`src/rtl/sol_pkg.sv`:
```
// Shared constants, types and helpers for the keystream decrypt unit.
`timescale 1ns / 1ps
package sol_pkg;

  localparam int CARD_W   = 6;
  localparam int DECK_N   = 54;
  localparam int LTR_W    = 5;
  localparam int IDX_W    = $clog2(DECK_N);

  localparam logic [CARD_W-1:0] JOKER_A  = 6'd53;
  localparam logic [CARD_W-1:0] JOKER_B  = 6'd54;
  localparam logic [CARD_W-1:0] TOP_CARD = 6'd52;
  localparam logic [IDX_W-1:0]  LAST_POS = 6'd53;
  localparam logic [IDX_W-1:0]  PASS_END = 6'd54;
  localparam logic [5:0]        ROUND_MAX = 6'd63;
  localparam logic [LTR_W-1:0]  ALPHA    = 5'd26;

  localparam logic OP_LOAD    = 1'b0;
  localparam logic OP_DECRYPT = 1'b1;

  typedef enum logic [3:0] {
    ST_CLEAR,
    ST_IDLE,
    ST_SCAN_A,
    ST_MOVE_A,
    ST_SCAN_B,
    ST_MOVE_B,
    ST_SCAN_J,
    ST_TCUT,
    ST_BOT,
    ST_CCUT,
    ST_TOP,
    ST_PICK,
    ST_OUT
  } state_t;

  typedef enum logic [1:0] {
    PM_IDENT,
    PM_RELOC,
    PM_TCUT,
    PM_CCUT
  } perm_t;

  typedef struct packed {
    perm_t            mode;
    logic [IDX_W-1:0] a;
    logic [IDX_W-1:0] b;
  } src_ctl_t;

  function automatic logic [IDX_W-1:0] count_of(input logic [CARD_W-1:0] v);
    count_of = (v >= JOKER_A) ? LAST_POS : v;
  endfunction

endpackage

```
`src/rtl/sol_ram.sv`:
```
// Single-write, registered-read deck memory bank.
`timescale 1ns / 1ps
module sol_ram #(
  parameter int DEPTH = sol_pkg::DECK_N,
  parameter int WIDTH = sol_pkg::CARD_W
) (
  input  logic                     clk,
  input  logic                     we,
  input  logic [$clog2(DEPTH)-1:0] waddr,
  input  logic [WIDTH-1:0]         wdata,
  input  logic [$clog2(DEPTH)-1:0] raddr,
  output logic [WIDTH-1:0]         rdata
);

  logic [WIDTH-1:0] mem [DEPTH];

  always_ff @(posedge clk) begin
    if (we) begin
      mem[waddr] <= wdata;
    end
    rdata <= mem[raddr];
  end

endmodule

```
`src/rtl/sol_src.sv`:
```
// Source index unit: maps a target deck slot to the slot it is copied from.
`timescale 1ns / 1ps
module sol_src (
  input  sol_pkg::src_ctl_t             ctl,
  input  logic [sol_pkg::IDX_W-1:0]     k,
  output logic [sol_pkg::IDX_W-1:0]     src
);
  import sol_pkg::*;

  logic [7:0] k8, a8, b8, len_c, seg2;

  assign k8    = {2'b00, k};
  assign a8    = {2'b00, ctl.a};
  assign b8    = {2'b00, ctl.b};
  assign len_c = 8'd53 - b8;
  assign seg2  = 8'd54 - a8;

  always_comb begin
    src = k;
    case (ctl.mode)
      PM_RELOC: begin
        if (a8 < b8) begin
          if (k8 < a8 || k8 > b8) src = k;
          else if (k8 < b8)       src = IDX_W'(k8 + 8'd1);
          else                    src = ctl.a;
        end else if (a8 > b8) begin
          if (k8 < b8 || k8 > a8) src = k;
          else if (k8 == b8)      src = ctl.a;
          else                    src = IDX_W'(k8 - 8'd1);
        end
      end
      PM_TCUT: begin
        if (k8 < len_c)     src = IDX_W'(b8 + 8'd1 + k8);
        else if (k8 < seg2) src = IDX_W'(k8 + a8 + b8 - 8'd53);
        else                src = IDX_W'(k8 + a8 - 8'd54);
      end
      PM_CCUT: begin
        if (k == LAST_POS)           src = LAST_POS;
        else if (k8 < 8'd53 - a8)    src = IDX_W'(a8 + k8);
        else                         src = IDX_W'(k8 + a8 - 8'd53);
      end
      default: src = k;
    endcase
  end

endmodule

```
`src/rtl/solitaire_keystream_decrypt_unit.sv`:
```
// Top level: deck sequencer, ping-pong deck banks and result register.
// Load word: written to the current bank as it is taken (positions 0..53). Decrypt word: one Solitaire round
// after another (four to seven deck passes through the shared index unit plus three
// reads per round), up to 64 rounds; the single read port of each bank sets the pace.
// After reset a clearing pass writes cards 1..54; no word is taken meanwhile.
// The result register holds one finished word while the next one is taken.
`timescale 1ns / 1ps
module solitaire_keystream_decrypt_unit (
  input  logic        clk,
  input  logic        rst_n,
  input  logic        in_tvalid,
  output logic        in_tready,
  input  logic [23:0] in_tdata,   // opcode[0], position[6:1], card[12:7], cipher_letter[17:13]
  output logic        out_tvalid,
  input  logic        out_tready,
  output logic [15:0] out_tdata   // plain_letter[4:0], key_card[10:5]
);
  import sol_pkg::*;

  state_t state_r, state_nxt;
  logic [IDX_W-1:0]  cnt_r, cnt_nxt;
  logic              cur_r, cur_nxt;
  logic [IDX_W-1:0]  p1_r, p1_nxt, p2_r, p2_nxt, n_r, n_nxt;
  logic              v1_r, v1_nxt, v2_r, v2_nxt;
  logic [5:0]        round_r, round_nxt;
  logic [LTR_W-1:0]  ciph_r, ciph_nxt;
  logic [CARD_W-1:0] key_r, key_nxt;
  logic [LTR_W-1:0]  out_plain_r, out_plain_nxt;
  logic [CARD_W-1:0] out_key_r, out_key_nxt;
  logic              out_valid_r, out_valid_nxt;

  logic              in_acc, in_op;
  logic [IDX_W-1:0]  in_pos;
  logic [CARD_W-1:0] in_card;
  logic [LTR_W-1:0]  in_ciph;

  logic [CARD_W-1:0] rd0, rd1, rd_cur;
  logic [IDX_W-1:0]  idx, raddr, src, to_a, to_b;
  src_ctl_t          sctl;
  logic              wr_en, wr_bank;
  logic [IDX_W-1:0]  wr_addr;
  logic [CARD_W-1:0] wr_data;
  logic              hit_a, hit_b, hit_j, found1, found2, pass_done;
  logic [LTR_W-1:0]  c1, k1, plain;

  assign in_tready = (state_r == ST_IDLE);
  assign in_acc    = in_tvalid && in_tready;
  assign in_op     = in_tdata[0];
  assign in_pos    = in_tdata[6:1];
  assign in_card   = in_tdata[12:7];
  assign in_ciph   = in_tdata[17:13];

  assign out_tvalid = out_valid_r;
  assign out_tdata  = {5'd0, out_key_r, out_plain_r};

  assign rd_cur    = cur_r ? rd1 : rd0;
  assign idx       = cnt_r - 6'd1;
  assign pass_done = (cnt_r == PASS_END);
  assign hit_a     = (cnt_r != '0) && (rd_cur == JOKER_A);
  assign hit_b     = (cnt_r != '0) && (rd_cur == JOKER_B);
  assign hit_j     = (cnt_r != '0) && (rd_cur > TOP_CARD);
  assign found1    = v1_r || ((state_r == ST_SCAN_A) ? hit_a : hit_b);
  assign found2    = v2_r || (hit_j && v1_r);

  assign to_a = (p1_r == LAST_POS) ? 6'd1 : p1_r + 6'd1;
  assign to_b = (p1_r == LAST_POS) ? 6'd2 :
                (p1_r == LAST_POS - 6'd1) ? 6'd1 : p1_r + 6'd2;

  always_comb begin
    sctl = '{mode: PM_IDENT, a: p1_r, b: p2_r};
    case (state_r)
      ST_MOVE_A: sctl = '{mode: PM_RELOC, a: p1_r, b: to_a};
      ST_MOVE_B: sctl = '{mode: PM_RELOC, a: p1_r, b: to_b};
      ST_TCUT:   sctl = '{mode: PM_TCUT, a: p1_r, b: p2_r};
      ST_CCUT:   sctl = '{mode: PM_CCUT, a: n_r, b: p2_r};
      default:   sctl = '{mode: PM_IDENT, a: p1_r, b: p2_r};
    endcase
  end

  sol_src u_src (
    .ctl (sctl),
    .k   (cnt_r),
    .src (src)
  );

  always_comb begin
    case (state_r)
      ST_SCAN_A, ST_MOVE_A, ST_SCAN_B, ST_MOVE_B, ST_SCAN_J, ST_TCUT, ST_CCUT:
        raddr = (cnt_r < PASS_END) ? src : '0;
      ST_BOT:  raddr = LAST_POS;
      ST_PICK: raddr = n_r;
      default: raddr = '0;
    endcase
  end

  sol_ram #(.DEPTH(DECK_N), .WIDTH(CARD_W)) u_bank0 (
    .clk   (clk),
    .we    (wr_en && !wr_bank),
    .waddr (wr_addr),
    .wdata (wr_data),
    .raddr (raddr),
    .rdata (rd0)
  );

  sol_ram #(.DEPTH(DECK_N), .WIDTH(CARD_W)) u_bank1 (
    .clk   (clk),
    .we    (wr_en && wr_bank),
    .waddr (wr_addr),
    .wdata (wr_data),
    .raddr (raddr),
    .rdata (rd1)
  );

  assign c1 = (ciph_r >= ALPHA) ? ciph_r - ALPHA : ciph_r;
  assign k1 = (key_r >= 6'd52) ? LTR_W'(key_r - 6'd52) :
              (key_r >= 6'd26) ? LTR_W'(key_r - 6'd26) : LTR_W'(key_r);
  assign plain = (c1 >= k1) ? c1 - k1 : c1 + ALPHA - k1;

  always_comb begin
    state_nxt = state_r;
    case (state_r)
      ST_CLEAR:  if (cnt_r == LAST_POS) state_nxt = ST_IDLE;
      ST_IDLE:   if (in_acc && in_op == OP_DECRYPT) state_nxt = ST_SCAN_A;
      ST_SCAN_A: if (pass_done) state_nxt = found1 ? ST_MOVE_A : ST_SCAN_B;
      ST_MOVE_A: if (pass_done) state_nxt = ST_SCAN_B;
      ST_SCAN_B: if (pass_done) state_nxt = found1 ? ST_MOVE_B : ST_SCAN_J;
      ST_MOVE_B: if (pass_done) state_nxt = ST_SCAN_J;
      ST_SCAN_J: if (pass_done) state_nxt = found2 ? ST_TCUT : ST_BOT;
      ST_TCUT:   if (pass_done) state_nxt = ST_BOT;
      ST_BOT:    if (cnt_r == 6'd1) state_nxt = ST_CCUT;
      ST_CCUT:   if (pass_done) state_nxt = ST_TOP;
      ST_TOP:    if (cnt_r == 6'd1) state_nxt = ST_PICK;
      ST_PICK: begin
        if (cnt_r == 6'd1) begin
          if (rd_cur <= TOP_CARD || round_r == ROUND_MAX) state_nxt = ST_OUT;
          else state_nxt = ST_SCAN_A;
        end
      end
      ST_OUT:    if (!out_valid_r || out_tready) state_nxt = ST_IDLE;
      default:   state_nxt = ST_IDLE;
    endcase
  end

  always_comb begin
    cnt_nxt       = (state_nxt != state_r) ? '0 : cnt_r + 6'd1;
    cur_nxt       = cur_r;
    p1_nxt        = p1_r;
    p2_nxt        = p2_r;
    v1_nxt        = v1_r;
    v2_nxt        = v2_r;
    n_nxt         = n_r;
    round_nxt     = round_r;
    ciph_nxt      = ciph_r;
    key_nxt       = key_r;
    out_plain_nxt = out_plain_r;
    out_key_nxt   = out_key_r;
    out_valid_nxt = out_valid_r && !out_tready;
    wr_en         = 1'b0;
    wr_bank       = cur_r;
    wr_addr       = idx;
    wr_data       = rd_cur;
    case (state_r)
      ST_CLEAR: begin
        wr_en   = 1'b1;
        wr_addr = cnt_r;
        wr_data = cnt_r + 6'd1;
      end
      ST_IDLE: begin
        if (in_acc) begin
          if (in_op == OP_LOAD) begin
            wr_en   = (in_pos <= LAST_POS);
            wr_addr = in_pos;
            wr_data = in_card;
          end else begin
            ciph_nxt  = in_ciph;
            round_nxt = '0;
          end
        end
      end
      ST_SCAN_A, ST_SCAN_B: begin
        if (!v1_r && ((state_r == ST_SCAN_A) ? hit_a : hit_b)) begin
          p1_nxt = idx;
          v1_nxt = 1'b1;
        end
      end
      ST_SCAN_J: begin
        if (hit_j) begin
          if (!v1_r) begin
            p1_nxt = idx;
            v1_nxt = 1'b1;
          end else if (!v2_r) begin
            p2_nxt = idx;
            v2_nxt = 1'b1;
          end
        end
      end
      ST_MOVE_A, ST_MOVE_B, ST_TCUT, ST_CCUT: begin
        wr_bank = !cur_r;
        wr_en   = (cnt_r != '0);
        if (pass_done) cur_nxt = !cur_r;
      end
      ST_BOT, ST_TOP: begin
        if (cnt_r == 6'd1) n_nxt = count_of(rd_cur);
      end
      ST_PICK: begin
        if (cnt_r == 6'd1) begin
          if (rd_cur <= TOP_CARD) key_nxt = rd_cur;
          else if (round_r == ROUND_MAX) key_nxt = '0;
          else round_nxt = round_r + 6'd1;
        end
      end
      ST_OUT: begin
        if (!out_valid_r || out_tready) begin
          out_plain_nxt = plain;
          out_key_nxt   = key_r;
          out_valid_nxt = 1'b1;
        end
      end
      default: ;
    endcase
    if (state_nxt != state_r &&
        (state_nxt == ST_SCAN_A || state_nxt == ST_SCAN_B || state_nxt == ST_SCAN_J)) begin
      v1_nxt = 1'b0;
      v2_nxt = 1'b0;
    end
  end

  always_ff @(posedge clk) begin
    if (!rst_n) begin
      state_r     <= ST_CLEAR;
      cnt_r       <= '0;
      cur_r       <= 1'b0;
      v1_r        <= 1'b0;
      v2_r        <= 1'b0;
      round_r     <= '0;
      out_valid_r <= 1'b0;
    end else begin
      state_r     <= state_nxt;
      cnt_r       <= cnt_nxt;
      cur_r       <= cur_nxt;
      v1_r        <= v1_nxt;
      v2_r        <= v2_nxt;
      round_r     <= round_nxt;
      out_valid_r <= out_valid_nxt;
    end
  end

  always_ff @(posedge clk) begin
    p1_r        <= p1_nxt;
    p2_r        <= p2_nxt;
    n_r         <= n_nxt;
    ciph_r      <= ciph_nxt;
    key_r       <= key_nxt;
    out_plain_r <= out_plain_nxt;
    out_key_r   <= out_key_nxt;
  end

  a_cnt_range: assert property (@(posedge clk) disable iff (!rst_n)
    cnt_r <= PASS_END || state_r == ST_IDLE || state_r == ST_OUT)
    else $error("pass counter beyond deck pass");

  a_key_no_joker: assert property (@(posedge clk) disable iff (!rst_n)
    out_valid_r |-> out_key_r <= TOP_CARD)
    else $error("joker presented as key card");

  a_plain_range: assert property (@(posedge clk) disable iff (!rst_n)
    out_valid_r |-> out_plain_r < ALPHA)
    else $error("plain letter out of range");

  a_load_stays_idle: assert property (@(posedge clk) disable iff (!rst_n)
    (in_acc && in_op == OP_LOAD) |=> state_r == ST_IDLE)
    else $error("load word left idle");

endmodule
```
`config.mk`:
```
export PLATFORM = sky130hd
export DESIGN_NAME = solitaire_keystream_decrypt_unit
export DESIGN_NICKNAME = d
export VERILOG_FILES = /design/src/rtl/sol_pkg.sv /design/src/rtl/sol_ram.sv /design/src/rtl/sol_src.sv /design/src/rtl/solitaire_keystream_decrypt_unit.sv
export SDC_FILE = /design/constraint.sdc
export NUM_CORES = 1
export LEC_CHECK = 0
export BUFFER_PORTS_ARGS = -buffer_cell sky130_fd_sc_hd__buf_2
export CORE_ASPECT_RATIO = 0.75
export CORE_MARGIN = 2
export CORE_UTILIZATION = 45
export CTS_CLUSTER_SIZE = 12
export DETAILED_ROUTE_END_ITERATION = 16
export SLEW_MARGIN = 10
export SYNTH_ARGS = -nofsm -noshare
export SYNTH_HDL_FRONTEND = slang
export SYNTH_HIERARCHICAL = 1
export SYNTH_SLANG_ARGS = --single-unit
export TNS_END_PERCENT = 50
```
`constraint.sdc`:
```
create_clock -name clk -period 9.29 [get_ports clk]
set_input_delay 1.858 -clock clk [delete_from_list [all_inputs] [get_ports clk]]
set_output_delay 1.858 -clock clk [all_outputs]
set_load 0.1 [all_outputs]
```
==> flow_summary.json <==
{
  "status": "complete, no violations",
  "adder_and_majority_gate_portion_of_the_synthesized_area": 0.0366,
  "dpl.hpwl_um": 53600,
  "rr_startpoint": "state_r[0]$_SDFF_PN0_",
  "timing.clock.skew_ps": 23.8,
  "max_slew.worst_pin.slew_ps": 1280,
  "placeableCoreArea_um2": 73700,
  "synth-async-reset-ratio": 0,
  "postcts_resize_cnt": 0,
  "reg2reg_to": "u_bank1/rdata[3]$_DFF_P_",
  "placement.setup.worst_slack_ps": 1720,
  "synth.mux.area_fraction": 0.122,
  "ys.flop_type": "sky130_fd_sc_hd__edfxtp_1",
  "delay_of_the_slowest_cell_on_the_worst_path_ps": 640,
  "clock_tree.htree_level_count": 3,
  "worstHoldEndpoint": "out_key_r[5]$_DFFE_PP_",
  "setup_viols_final": 0,
  "tritoncts": "built",
  "critical-path-top-cell-by-count": "sky130_fd_sc_hd__nor2_1",
  "final_critical_path_setup_slack_ps": 1500,
  "cts_inserted_buffers": 74,
  "fillers": 6153,
  "ys_ff_latch": 720,
  "static-leakage-power_nw": 11.8,
  "slew-limit-headroom": 0.149,
  "maxCapViolations": 0,
  "post_drt_via_cell_ratio": 6.02,
  "worst_setup_hold_path_clk_slew_ps": 60,
  "wl_per_cell_um": 24.9,
  "finalMaxSlewViolations": 0,
  "post-route-drc-count": 0,
  "row_count": 86,
  "ys_warn_count": 6,
  "crit_path_cell_trace": "buf_4, nor2b_1, nand2_1, nor2_1, nor2_1, nor3_1, o21ai_0, o21ai_0, inv_1, ha_1, nand4_2, nor3b_2, a31oi_1, nor2_1, a21o_1, a211oi_1, o41ai_1, nand2_1, o21ai_4, buf_4, and4bb_2, a22oi_1, nand4_1, o31ai_1",
  "worst_vdd_rail_ir_drop_v": 0.000118,
  "detailedRoute.firstIterationViolations": 2113,
  "ios": 46,
  "main_combinational_cell_family_by_area_after_synthesis": "multiplexers",
  "worst-setup-path-type": "register to register",
  "detail-route-antenna-nets": 0,
  "cts_root_buffer": "sky130_fd_sc_hd__clkbuf_16",
  "reg2reg_depth": 24,
  "die_h_um": 241,
  "comb_power_frac": 0.041,
  "synth_area_um2": 33600,
  "power_report.internal_total_w": 0.00518,
  "synth-compound-area-share": 0.0693,
  "design_power_total_w": 0.00657,
  "grt_start_max_net_pins": 109,
  "netlist_instances": 2257,
  "worstSetupStartpointType": "register",
  "worstHoldPathType": "register to register",
  "post_route_cells_drive_above_1_share": 0.154,
  "xor_and_xnor_fraction_of_the_mapped_netlist_area": 0.0136,
  "clkPwrFrac": 0.412,
  "power_density_nw_per_um2": 178,
  "internal_reg_to_reg_setup_slack_ps": 1500,
  "grt_util_all_layers": 0.214,
  "postCtsHoldBufs": 0,
  "p_seq_frac": 0.548,
  "fp.dieW_um": 320,
  "min_period_ps": 7790,
  "number_of_different_library_cells_in_the_post_synthesis_netlist": 102,
  "detail_route.first_pass.iterations": 5,
  "num_vias": 19933,
  "fin_setup_tns_ps": 0,
  "diodes_inserted": 0,
  "end_kind": "register",
  "rsz0062_at_grt": "no",
  "syn2layout_area_growth_pct": 9.92,
  "seq_area_frac_synth": 0.634,
  "min_path_cells": 0,
  "die-area_um2": 76900,
  "required_worst_endpoint_ps": 9750,
  "cts.path.max_buffers": 3,
  "vias_in_the_first_global_route": 19598,
  "hold_path.startpoint": "key_r[5]$_SDFFCE_PN0P_",
  "avgSynthCellArea_um2": 14.9,
  "grt_pass1_wl_um": 123000,
  "port_buffers": 34,
  "cts_sinks": 720,
  "number_of_synthesized_flops_with_an_enable_pin": 688,
  "synth_top_area_frac": 0.615,
  "design.final.nets": 2427,
  "crit_path_max_fanout": 21,
  "timing.final.hold_violations": 0,
  "finalCritPeriodShare": 0.839,
  "synth_area_leader_cell": "sky130_fd_sc_hd__edfxtp_1",
  "critical_path_arrival_ps": 8250,
  "sw_frac_of_total": 0.212,
  "starting_density_of_the_core": 0.456,
  "number_of_antenna_violations_at_the_first_check_in_global_routing": 4,
  "fmax_mhz": 128,
  "synthTopCellsByArea": "sky130_fd_sc_hd__edfxtp_1, sky130_fd_sc_hd__mux4_2, sky130_fd_sc_hd__mux2i_1, sky130_fd_sc_hd__ha_1, sky130_fd_sc_hd__nor2_1",
  "grt_remaining_overflow": 0,
  "netSwitchingPower_w": 0.00139,
  "basic_gate_share_of_the_synthesized_area_counting_and_or_nand_and_nor_cells": 0.0928,
  "timing.critical_path.slowest_stage_cell": "sky130_fd_sc_hd__nor3b_2",
  "clock_latency_of_the_later_clocked_register_in_the_worst_skew_pair_ps": 630,
  "wl_um": 82300,
  "timing.critical_path.from": "state_r[0]$_SDFF_PN0_",
  "post_cts_setup_inserts": 0,
  "routabilityCongestion": 0.902
}
-- logic make-up (layout without fill, tap and decap cells) --
| kind of cell | after synthesis | count (layout) |
|---|---|---|
| AO/OA/AOI/OAI | 336 | 336 |
| adder cells (fa/ha/maj) | 94 | 94 |
| other | 1 | 5 |
| flip-flops | 720 | 720 |
| XOR/XNOR | 52 | 52 |
| AND/OR/NAND/NOR | 593 | 593 |
| buffers and inverters | 184 | 267 |
| multiplexers | 277 | 277 |
-- worst max-delay path, delay by kind of cell (launching register included) --
family | cells | cell delay (ps)
compound gates | 9 | 2690
fa+ha+maj | 1 | 410
flops | 1 | 560
buf+inv | 3 | 910
simple gates | 11 | 3040
-- cell usage after synthesis, types with 7 or more instances --
master and count:
sky130_fd_sc_hd__a211oi_1 21, sky130_fd_sc_hd__a21o_1 12, sky130_fd_sc_hd__a21oi_1 62, sky130_fd_sc_hd__a221oi_1 10
sky130_fd_sc_hd__a22oi_1 34, sky130_fd_sc_hd__a31oi_1 11, sky130_fd_sc_hd__and2_1 12, sky130_fd_sc_hd__buf_1 10
sky130_fd_sc_hd__buf_12 8, sky130_fd_sc_hd__buf_2 27, sky130_fd_sc_hd__buf_4 18, sky130_fd_sc_hd__buf_6 17
sky130_fd_sc_hd__clkbuf_1 36, sky130_fd_sc_hd__dfxtp_1 32, sky130_fd_sc_hd__edfxtp_1 688, sky130_fd_sc_hd__fa_1 7
sky130_fd_sc_hd__ha_1 87, sky130_fd_sc_hd__inv_1 65, sky130_fd_sc_hd__mux2_2 24, sky130_fd_sc_hd__mux2i_1 150
sky130_fd_sc_hd__mux4_1 7, sky130_fd_sc_hd__mux4_2 95, sky130_fd_sc_hd__nand2_1 104, sky130_fd_sc_hd__nand2b_1 17
sky130_fd_sc_hd__nand3_1 40, sky130_fd_sc_hd__nand3b_1 16, sky130_fd_sc_hd__nand4_1 23, sky130_fd_sc_hd__nor2_1 222
sky130_fd_sc_hd__nor2b_1 31, sky130_fd_sc_hd__nor3_1 33, sky130_fd_sc_hd__nor3b_1 17, sky130_fd_sc_hd__nor4_1 7
sky130_fd_sc_hd__o211ai_1 7, sky130_fd_sc_hd__o21a_1 10, sky130_fd_sc_hd__o21ai_0 50, sky130_fd_sc_hd__o21ai_1 10
sky130_fd_sc_hd__o221ai_1 10, sky130_fd_sc_hd__o22ai_1 19, sky130_fd_sc_hd__o31ai_1 19, sky130_fd_sc_hd__or3_1 10
sky130_fd_sc_hd__or3b_2 8, sky130_fd_sc_hd__xnor2_1 29, sky130_fd_sc_hd__xor2_1 23
-- placed cells by master (no fill, tap or decap), drive strengths merged, types with 12 or more instances in the layout --
master    n
or3      12
clkbuf   96
nor2    222
nand3b   16
nand2   105
nand2b   17
o21ai    60
ha       87
a22oi    34
dfxtp    32
o22ai    19
mux4    102
clkinv   15
o31ai    19
a21oi    63
edfxtp  688
inv      68
nor3b    18
a211oi   21
nand3    40
mux2i   150
xor2     23
a31oi    12
nor2b    31
nand4    24
and2     13
xnor2    29
buf      87
a21o     12
mux2     25
nor3     39
-- worst max path at each step --
stage / to / slack (ps) / cells past startpoint
2_1_floorplan: u_bank0/mem[0][1]$_DFFE_PP_ / 1460 / 6
3_3_place_gp: u_bank1/rdata[3]$_DFF_P_ / 1750 / 24
3_5_place_dp: u_bank1/rdata[3]$_DFF_P_ / 1720 / 24
4_1_cts: u_bank1/rdata[3]$_DFF_P_ / 1670 / 24
5_1_grt: u_bank0/rdata[4]$_DFF_P_ / 940 / 23
6_report: u_bank1/rdata[3]$_DFF_P_ / 1500 / 24
-- sequential cells by signal, summed over array words and instances, names as in the netlist, 4 cells and up --
register       flops
key_r              6
out_key_r          6
ciph_r             5
round_r            6
state_r            4
p1_r               6
cnt_r              6
n_r                6
u_bank0/mem      324
u_bank0/rdata      6
out_plain_r        5
u_bank1/rdata      6
p2_r               6
u_bank1/mem      324
-- power by group through the flow --
| stage | Combinational [W] | Clock [W] | Sequential, W |
|---|---|---|---|
| CTS | 0.000266 | 0.00277 | 0.00360 |
| floorplan | 0.000155 | 0 | 0.00368 |
| global placement | 0.000258 | 0 | 0.00366 |
| detailed placement | 0.000265 | 0 | 0.00366 |
| finish | 0.000268 | 0.00270 | 0.00360 |
| global route | 0.000290 | 0.00289 | 0.00359 |
-- metrics by stage --
stage | area (um^2) | std cells | utilization | hold WS [ps]
after global placement | 34800 | 3197 | 0.472 | 485
final | 36900 | 3312 | 0.501 | 501
after global routing | 36900 | 3312 | 0.501 | 520
after floorplan | 33600 | 2261 | - | 450
after CTS | 36900 | 3312 | 0.501 | 506
after detailed placement | 34800 | 3197 | 0.472 | 499
-- metal layers --
metal,share of wire,GRT usage
met4,0.018,0.0502
met2,0.43,0.314
met1,0.47,0.322
met5,0.00028,0
met3,0.084,0.0524
-- layout make-up --
class | count | area (um^2) | area share
Sequential cell | 720 | 21300 | 0.577
Multi-Input combinational cell | 1357 | 11400 | 0.309
Clock buffer | 96 | 1980 | 0.0535
Tap cell | 968 | 1210 | 0.0328
Timing Repair Buffer | 87 | 618 | 0.0167
Inverter | 65 | 244 | 0.00661
Clock inverter | 19 | 160 | 0.00434
Note: power is estimated with default switching activity, not from simulation.
